`src/rtl/xor_cipher_rotating_key_defines.svh`:
```
// Assertion macros for the rotating-key XOR cipher.
`ifndef XOR_CIPHER_ROTATING_KEY_DEFINES_SVH
`define XOR_CIPHER_ROTATING_KEY_DEFINES_SVH

`ifndef SYNTHESIS
`define XCRK_ASSERT_CLK(lbl, clk, rstn, prop) \
  lbl: assert property (@(posedge clk) disable iff (!rstn) prop) \
    else $error("xcrk assertion failed");
`define XCRK_ASSERT(lbl, prop) `XCRK_ASSERT_CLK(lbl, clk_i, rst_ni, prop)
`else
`define XCRK_ASSERT_CLK(lbl, clk, rstn, prop)
`define XCRK_ASSERT(lbl, prop)
`endif

`endif

```
`src/rtl/xcrk_pkg.sv`:
```
// Package with constants and types of the rotating-key XOR cipher.
`timescale 1ns / 1ps
package xcrk_pkg;

  localparam int unsigned BYTE_W            = 8;
  localparam int unsigned CFG_DATA_W        = 64;
  localparam int unsigned KEY_BYTES_W       = 4;
  localparam int unsigned DEF_MAX_KEY_BYTES = 8;

  localparam logic [BYTE_W-1:0]      BYTE_MASK     = 8'hFF;
  localparam logic [KEY_BYTES_W-1:0] KEY_BYTES_RST = 4'd8;

  typedef enum logic [0:0] {
    REG_KEY_VALUE = 1'b0,
    REG_KEY_BYTES = 1'b1
  } cfg_reg_e;

endpackage

```
`src/rtl/xor_cipher_rotating_key.sv`:
```
// Output: the result of an accepted byte is held in a registered output stage.
// Throughput: one byte per cycle while the output is not stalled by m_axis_tready;
// the output register and the running-key update both complete in the accepting cycle, so requests follow back to back.
// Reset: key_value 0, key_bytes 8, running key 0, position 0, output empty.
// Config writes take effect at the edge of the write enable.
`timescale 1ns / 1ps
`include "xor_cipher_rotating_key_defines.svh"

module xor_cipher_rotating_key
  import xcrk_pkg::*;
#(
  parameter int unsigned MAX_KEY_BYTES = DEF_MAX_KEY_BYTES
) (
  input  logic                  clk_i,
  input  logic                  rst_ni,

  input  logic                  cfg_we_i,
  input  logic                  cfg_idx_i,
  input  logic [CFG_DATA_W-1:0] cfg_data_i,

  input  logic                  s_axis_tvalid,
  output logic                  s_axis_tready,
  input  logic [BYTE_W-1:0]     s_axis_tdata,   // [7:0] plain_byte
  input  logic                  s_axis_tuser,   // [0] first_of_message
  input  logic                  s_axis_tlast,

  output logic                  m_axis_tvalid,
  input  logic                  m_axis_tready,
  output logic [BYTE_W-1:0]     m_axis_tdata,   // [7:0] cipher_byte
  output logic                  m_axis_tlast
);

  localparam int unsigned KeyW = BYTE_W * MAX_KEY_BYTES;
  localparam int unsigned PosW = (MAX_KEY_BYTES > 1) ? $clog2(MAX_KEY_BYTES) : 1;
  localparam logic [KEY_BYTES_W-1:0] MaxLen = KEY_BYTES_W'(MAX_KEY_BYTES);
  localparam logic [KEY_BYTES_W-1:0] OneLen = KEY_BYTES_W'(1);

  logic [KeyW-1:0]        key_value_q;
  logic [KEY_BYTES_W-1:0] key_bytes_q;
  logic [KeyW-1:0]        running_key_q, running_key_d;
  logic [PosW-1:0]        pos_q, pos_d;
  logic                   out_valid_q;
  logic [BYTE_W-1:0]      out_data_q, out_data_d;
  logic                   out_last_q;

  logic                   s_hs;
  logic [KEY_BYTES_W-1:0] len_eff;
  logic [KeyW-1:0]        len_mask;
  logic [KeyW-1:0]        cur_key;
  logic [PosW-1:0]        cur_pos;
  logic [KEY_BYTES_W-1:0] pos_inc;
  logic                   top_bit;
  logic [KeyW-1:0]        rot_key;

  assign s_axis_tready = !out_valid_q || m_axis_tready;
  assign s_hs          = s_axis_tvalid && s_axis_tready;

  // Configuration registers.
  always_ff @(posedge clk_i or negedge rst_ni) begin
    if (!rst_ni) begin
      key_value_q <= '0;
      key_bytes_q <= KEY_BYTES_RST;
    end else if (cfg_we_i) begin
      unique case (cfg_reg_e'(cfg_idx_i))
        REG_KEY_VALUE: key_value_q <= cfg_data_i[KeyW-1:0];
        REG_KEY_BYTES: key_bytes_q <= cfg_data_i[KEY_BYTES_W-1:0];
        default:       key_value_q <= key_value_q;
      endcase
    end
  end

  // Clamp the key length into 1..MAX_KEY_BYTES.
  always_comb begin
    priority if (key_bytes_q == '0) begin
      len_eff = OneLen;
    end else if (key_bytes_q > MaxLen) begin
      len_eff = MaxLen;
    end else begin
      len_eff = key_bytes_q;
    end
  end

  always_comb begin
    for (int unsigned i = 0; i < MAX_KEY_BYTES; i++) begin
      len_mask[BYTE_W*i +: BYTE_W] = (KEY_BYTES_W'(i) < len_eff) ? BYTE_MASK : '0;
    end
  end

  // Reload on first byte, then pick the key byte and rotate at block end.
  always_comb begin
    cur_key = s_axis_tuser ? (key_value_q & len_mask) : running_key_q;
    cur_pos = s_axis_tuser ? '0 : pos_q;
    pos_inc = KEY_BYTES_W'(cur_pos) + OneLen;

    top_bit = 1'b0;
    for (int unsigned i = 0; i < MAX_KEY_BYTES; i++) begin
      if (len_eff == KEY_BYTES_W'(i + 1)) begin
        top_bit = cur_key[BYTE_W*i + BYTE_W - 1];
      end
    end
    rot_key = ({cur_key[KeyW-2:0], 1'b0} | KeyW'(top_bit)) & len_mask;

    out_data_d = s_axis_tdata ^ cur_key[BYTE_W*cur_pos +: BYTE_W];

    if (pos_inc >= len_eff) begin
      running_key_d = rot_key;
      pos_d         = '0;
    end else begin
      running_key_d = cur_key;
      pos_d         = PosW'(pos_inc);
    end
  end

  always_ff @(posedge clk_i or negedge rst_ni) begin
    if (!rst_ni) begin
      running_key_q <= '0;
      pos_q         <= '0;
      out_valid_q   <= 1'b0;
    end else begin
      if (s_hs) begin
        running_key_q <= running_key_d;
        pos_q         <= pos_d;
        out_valid_q   <= 1'b1;
      end else if (m_axis_tready) begin
        out_valid_q   <= 1'b0;
      end
    end
  end

  always_ff @(posedge clk_i) begin
    if (s_hs) begin
      out_data_q <= out_data_d;
      out_last_q <= s_axis_tlast;
    end
  end

  assign m_axis_tvalid = out_valid_q;
  assign m_axis_tdata  = out_data_q;
  assign m_axis_tlast  = out_last_q;

  `XCRK_ASSERT(a_accept_fills_output, s_hs |=> out_valid_q)
  `XCRK_ASSERT(a_no_overwrite, s_hs |-> !(out_valid_q && !m_axis_tready))
  `XCRK_ASSERT(a_first_resets_pos,
    (s_hs && s_axis_tuser && len_eff > OneLen) |=> pos_q == PosW'(1))
  `XCRK_ASSERT(a_key_holds_midblock,
    (s_hs && !s_axis_tuser && pos_inc < len_eff) |=> $stable(running_key_q))

endmodule

```
`config.mk`:
```
export PLATFORM = sky130hd
export DESIGN_NAME = xor_cipher_rotating_key
export DESIGN_NICKNAME = d
export VERILOG_FILES = /design/src/rtl/xcrk_pkg.sv /design/src/rtl/xor_cipher_rotating_key.sv
export VERILOG_INCLUDE_DIRS = /design/src /design/src/rtl
export SDC_FILE = /design/constraint.sdc
export NUM_CORES = 1
export LEC_CHECK = 0
export ABC_AREA = 1
export BUFFER_PORTS_ARGS = -buffer_cell sky130_fd_sc_hd__clkbuf_2
export CAP_MARGIN = 20
export CELL_PAD_IN_SITES_DETAIL_PLACEMENT = 0
export CELL_PAD_IN_SITES_GLOBAL_PLACEMENT = 1
export CORE_MARGIN = 5
export CORE_UTILIZATION = 35
export DETAILED_ROUTE_END_ITERATION = 10
export PLACE_DENSITY_LB_ADDON = 0.1
export SLEW_MARGIN = 30
export SYNTH_ARGS = -nofsm -noshare
export SYNTH_HDL_FRONTEND = slang
export SYNTH_SLANG_ARGS = --single-unit
export TNS_END_PERCENT = 30
```
`constraint.sdc`:
```
create_clock -name clk_i -period 3.65 [get_ports clk_i]
set_clock_uncertainty 0.15 [all_clocks]
set_input_delay 0.365 -clock clk_i [delete_from_list [all_inputs] [get_ports clk_i]]
set_output_delay 0.365 -clock clk_i [all_outputs]
set_load 0.005 [all_outputs]
```
* After elaboration in Yosys (flattened, before gate mapping)
Index checks and enable logic that the tools add are counted.
** Storage, ports and cells
- Memories :: 0
- Memory bits (writable) :: 0
- Bits in latches :: 0
- Flip-flop bits (word level) :: 145
- Memory bits (read-only) :: 0
** Operators by class
- Div/mod/pow operators :: 0
- Order comparisons :: 10
- Muxes and demuxes :: 24
- Eq/ne operators :: 8
- $add $sub $neg :: 1
- Bitwise gates (word level) :: 5
- $mul :: 0
- Shift-type cells :: 1
- Reduce and logical (&&, ||, !) cells :: 7
** Operator list (number)
- $and 64x64->64 :: 2
- $mux 64 :: 2
- $mux 8 :: 8
- $or 64x1->64 :: 1
- $shiftx 64x7->8 :: 1
- $eq 4x3->1 const B :: 4
- $lt 3x4->1 const A :: 4
- $mux 1 :: 10
- $eq 4x2->1 const B :: 2
- $lt 1x4->1 const A :: 2
- $lt 2x4->1 const A :: 2
- $mux 4 :: 2
- $xor 8x8->8 :: 1
- $mux 3 :: 2
- $add 3x1->4 const B :: 1
- $eq 4x1->1 const B :: 1
- $eq 4x4->1 const B :: 1
- $ge 4x4->1 :: 1
- $gt 4x4->1 const B :: 1
- $logic_not 4->1 :: 1
- $reduce_and 2->1 :: 2
- $reduce_bool 2->1 :: 1
- $logic_and 1x1->1 :: 1
- $logic_not 1->1 :: 1
- other kinds (2) :: 2

* Longest topological paths before layout
- Depth after elaboration :: 18
- Mapped depth :: 15
- Gate-level depth less buffers :: 14

* Worst setup path before layout
No wires, ideal clock.
- Kind :: input to register
- Start point :: input port s_axis_tuser
- End point :: register running_key_q[7]
- Arrival time :: 2442 ps
- Path slack :: 911 ps
- Path buffers :: 3
- Library setup time :: 147 ps
- Cell stages on the path :: 13
- Required time :: 3353 ps
- Path through :: buf_2 -> nor2_2 -> buf_2 -> ha_1 -> ha_1 -> inv_1 -> o21bai_1 -> nand3_1 -> nand3_1 -> clkinv_1 -> clkbuf_1 -> o21ai_0 -> o22ai_1
** Between the ends
- Word-level cells in the longest chain between the ends :: 4
** RTL lines
- start, declared :: RTL line xor_cipher_rotating_key.sv:24 : input logic s_axis_tuser,
- $mux 3 / $mux 64 (equally long branches) :: RTL line xor_cipher_rotating_key.sv:92, xor_cipher_rotating_key.sv:91
- $add 3x1->4 / $or 64x1->64 (equally long branches) :: RTL line xor_cipher_rotating_key.sv:93, xor_cipher_rotating_key.sv:101
- $ge 4x4->1 / $and 64x64->64 (equally long branches) :: RTL line xor_cipher_rotating_key.sv:105, xor_cipher_rotating_key.sv:101
- $mux 64 * :: RTL line xor_cipher_rotating_key.sv:105 : if (pos_inc >= len_eff) begin
- end signal, assigned :: RTL line xor_cipher_rotating_key.sv:121 : running_key_q <= running_key_d;
- end, declared :: RTL line xor_cipher_rotating_key.sv:40 : logic [KeyW-1:0] running_key_q, running_key_d;
Every way passes the cells marked *; elsewhere a longest branch is shown, timed or not.
A chain may end at the register's enable or synchronous reset.

* Worst setup path after layout
- Start point :: register pos_q[0]
- End point :: register running_key_q[47]
** Between the ends
- Word-level cells in the longest chain between the ends :: 4
** RTL lines
- start, declared :: RTL line xor_cipher_rotating_key.sv:41 : logic [PosW-1:0] pos_q, pos_d;
- start signal, assigned :: RTL line xor_cipher_rotating_key.sv:122 : pos_q <= pos_d;
- $mux 3 :: RTL line xor_cipher_rotating_key.sv:92 : cur_pos = s_axis_tuser ? '0 : pos_q;
- $add 3x1->4 :: RTL line xor_cipher_rotating_key.sv:93 : pos_inc = KEY_BYTES_W'(cur_pos) + OneLen;
- $ge 4x4->1 :: RTL line xor_cipher_rotating_key.sv:105
- $mux 64 :: RTL line xor_cipher_rotating_key.sv:105
Every way passes these cells.

==> reports/metrics.cfg <==
[detailed_routing]
drt_iter0_markers=522
drt-total-wl_mm=23.1
ant_nets=0
dr.pass1.iters=5
routedWlPerCell_um=16.4
viasPerCell=4.96
routed-via-count=7005
route.detailed.drc=0

[worst_setup_path]
r2r_start=pos_q[0]
cp-endpoint=running_key_q[47]
crit_type=reg -> reg
reg2reg_depth=13
end_kind=flip-flop
rr_endpoint=running_key_q[47]
required_ns=3.84
worstPathArrival_ns=3.37
critPathMaxFanout=14
cp-start-kind=flip-flop
worstSetupStartpoint=pos_q[0]
r2r_setup_slack_ns=0.47

[placed_design]
io_buffer_count=90
routabilityCongestion=0.879
dp_hpwl_mm=15.7
dp_slack_ns=0.477

[clock_network]
htreeDepth=4
cts_tree=built
clockRootBuffer=clkbuf_16
clockBufferDepth=2
cts-resized-gates=0
cts_buffers=17
clk_pin_slew_ns=0.06
clk_latency_ns=0.43
cts_sinks=145

[logic_synthesis]
synth-seq-cells=145
synth-warning-count=0
avgSynthCellArea_um2=7.71
syn_inst=1034
synth_area_um2=7970
synth_edf_count=9
async_reset_ff_frac=0.938
synth-seq-area-share=0.461
syn-num-nets=1119
yosysUniqueCellTypes=37
synth_ff_type=dfrtp_1

[power_and_ir_drop]
ir_drop_uv=200
power.density_nw_per_um2=642
p_leak_nw=4.54

[cells_and_area]
layout_commonest_cell=nand2_1
area_growth_pct=17.5
fin_nets=1198
drive_gt1_frac=0.180
layout_common_cells=nand2_1, dfrtp_1, a21oi_1, inv_1, clkbuf_2
antennaDiodeCount=0

[sta]
setup_viol=0
worst_slack_ns=0.473
final-max-slew-violation-count=0
tns_ns=0
min_period_ns=3.18
max_freq_mhz=315
rsz0062_at_grt=no
worstMarginPinSlew_ns=0.677
slew_headroom=0.544
period_share=0.870
timing.hold.ws_ns=0.0108
hold_viol_final=0

[die]
die_area_um2=25900
initial_core_util=0.354
ios=91
core_um2=22500
rows=55
die_h_um=161
die_x_um=161

[grt]
antenna_found_initial=0
grt_pass1_vias=6950
grt_pass1_wl_mm=38.2
gr-total-overflow=0
grt_max_degree=87
globalRouteTotalUtil=0.184

[flow_run]
drv_cap=0

[outcome]
status=finished clean

[hold_path]
hp-class=in -> reg

critical path, cell delays in order, from the launching register on:
cell and delay, ns:
dfrtp_1 0.44, inv_1 0.32, nor2_1 0.11, ha_1 0.31, ha_1 0.31, inv_1 0.04
o21bai_1 0.12, nand3_1 0.08, nand3_1 0.10, buf_4 0.21, nand2_1 0.11, nor2_1 0.52
nand2_1 0.11, a22oi_1 0.16
metal layers:
metal | global-route usage | vias to the layer above | share of wire
met4 | 0.0411 | 0 | 0.011
met5 | 0 | - | 0
li1 | - | 3533 | -
met1 | 0.269 | 3320 | 0.49
met3 | 0.0298 | 19 | 0.035
met2 | 0.289 | 133 | 0.46
sequential cells by signal, summed over array words and instances, names as in the netlist:
name and cells:
pos_q 3, key_value_q 64, key_bytes_q 4, m_axis_tlast 1, running_key_q 64, m_axis_tdata 8, m_axis_tvalid 1
stage by stage:
stage               utilization  cells  cell area (µm²)  power [mW]
floorplan                     -   1034             7970        3.65
global placement          0.388   1372             8730        4.33
detailed placement        0.388   1372             8730        4.33
CTS                       0.414   1407             9320        6.06
global route              0.416   1411             9370        6.48
finish                    0.416   1411             9370        6.01
what timing repair did:
action	in CTS	in global routing
endpoints found under the hold margin	65	4
hold buffers	3	4
buffers inserted	0	0
cell type report:
| class | instances | area (µm²) |
|---|---|---|
| Tap cell | 285 | 357 |
| Clock buffer | 18 | 429 |
| Fill cell | 2399 | 13100 |
| Timing Repair Buffer | 118 | 722 |
| Sequential cell | 145 | 3670 |
| Clock inverter | 14 | 131 |
| Inverter | 109 | 412 |
| Multi-Input combinational cell | 722 | 3640 |
how the worst min path moves through the flow:
stage / start / endpoint / slack, ns / depth (start not counted)
global placement: rst_ni / running_key_q[62] / 0.27 / 1
CTS: cfg_data_i[18] / key_value_q[18] / 0.0009 / 2
floorplan: rst_ni / key_bytes_q[0] / -0.08 / 0
detailed placement: rst_ni / running_key_q[62] / 0.26 / 1
finish: cfg_data_i[26] / key_value_q[26] / 0.01 / 2
global route: cfg_data_i[30] / key_value_q[30] / 0.003 / 2
cell usage after synthesis, types with 2 or more instances:
master | count | area share
o21ai_0 | 78 | 0.049
a31oi_1 | 8 | 0.0063
inv_1 | 102 | 0.048
nor2_1 | 84 | 0.040
a21oi_1 | 106 | 0.067
nand2_1 | 275 | 0.13
nor2_2 | 3 | 0.0024
buf_4 | 4 | 0.0038
nand2_2 | 6 | 0.0047
nand4_1 | 2 | 0.0016
o31ai_1 | 4 | 0.0038
edfxtp_1 | 9 | 0.034
nand3_1 | 59 | 0.037
o22ai_1 | 18 | 0.014
nand3b_1 | 15 | 0.014
dfrtp_1 | 135 | 0.42
buf_2 | 16 | 0.010
clkbuf_1 | 34 | 0.016
a22oi_1 | 5 | 0.0047
clkinv_1 | 5 | 0.0024
buf_1 | 3 | 0.0014
mux2_2 | 44 | 0.062
ha_1 | 5 | 0.0078
logic make-up after synthesis:
logic type | share of synthesized area
AOI/OAI and AO/OA | 0.149
xor gates and xnor gates | 0.00110
adders and majority gates | 0.00785
buffers and inverters | 0.0843
DFF | 0.461
muxes | 0.0622
and+or+nand+nor | 0.235
power breakdown:
group | switching, mW | internal [mW] | leakage (nW)
Sequential | 0.192 | 2.04 | 1.70
Combinational | 1.37 | 0.708 | 2.58
Clock | 0.755 | 0.946 | 0.264
Note: power is estimated with default switching activity, not from simulation.
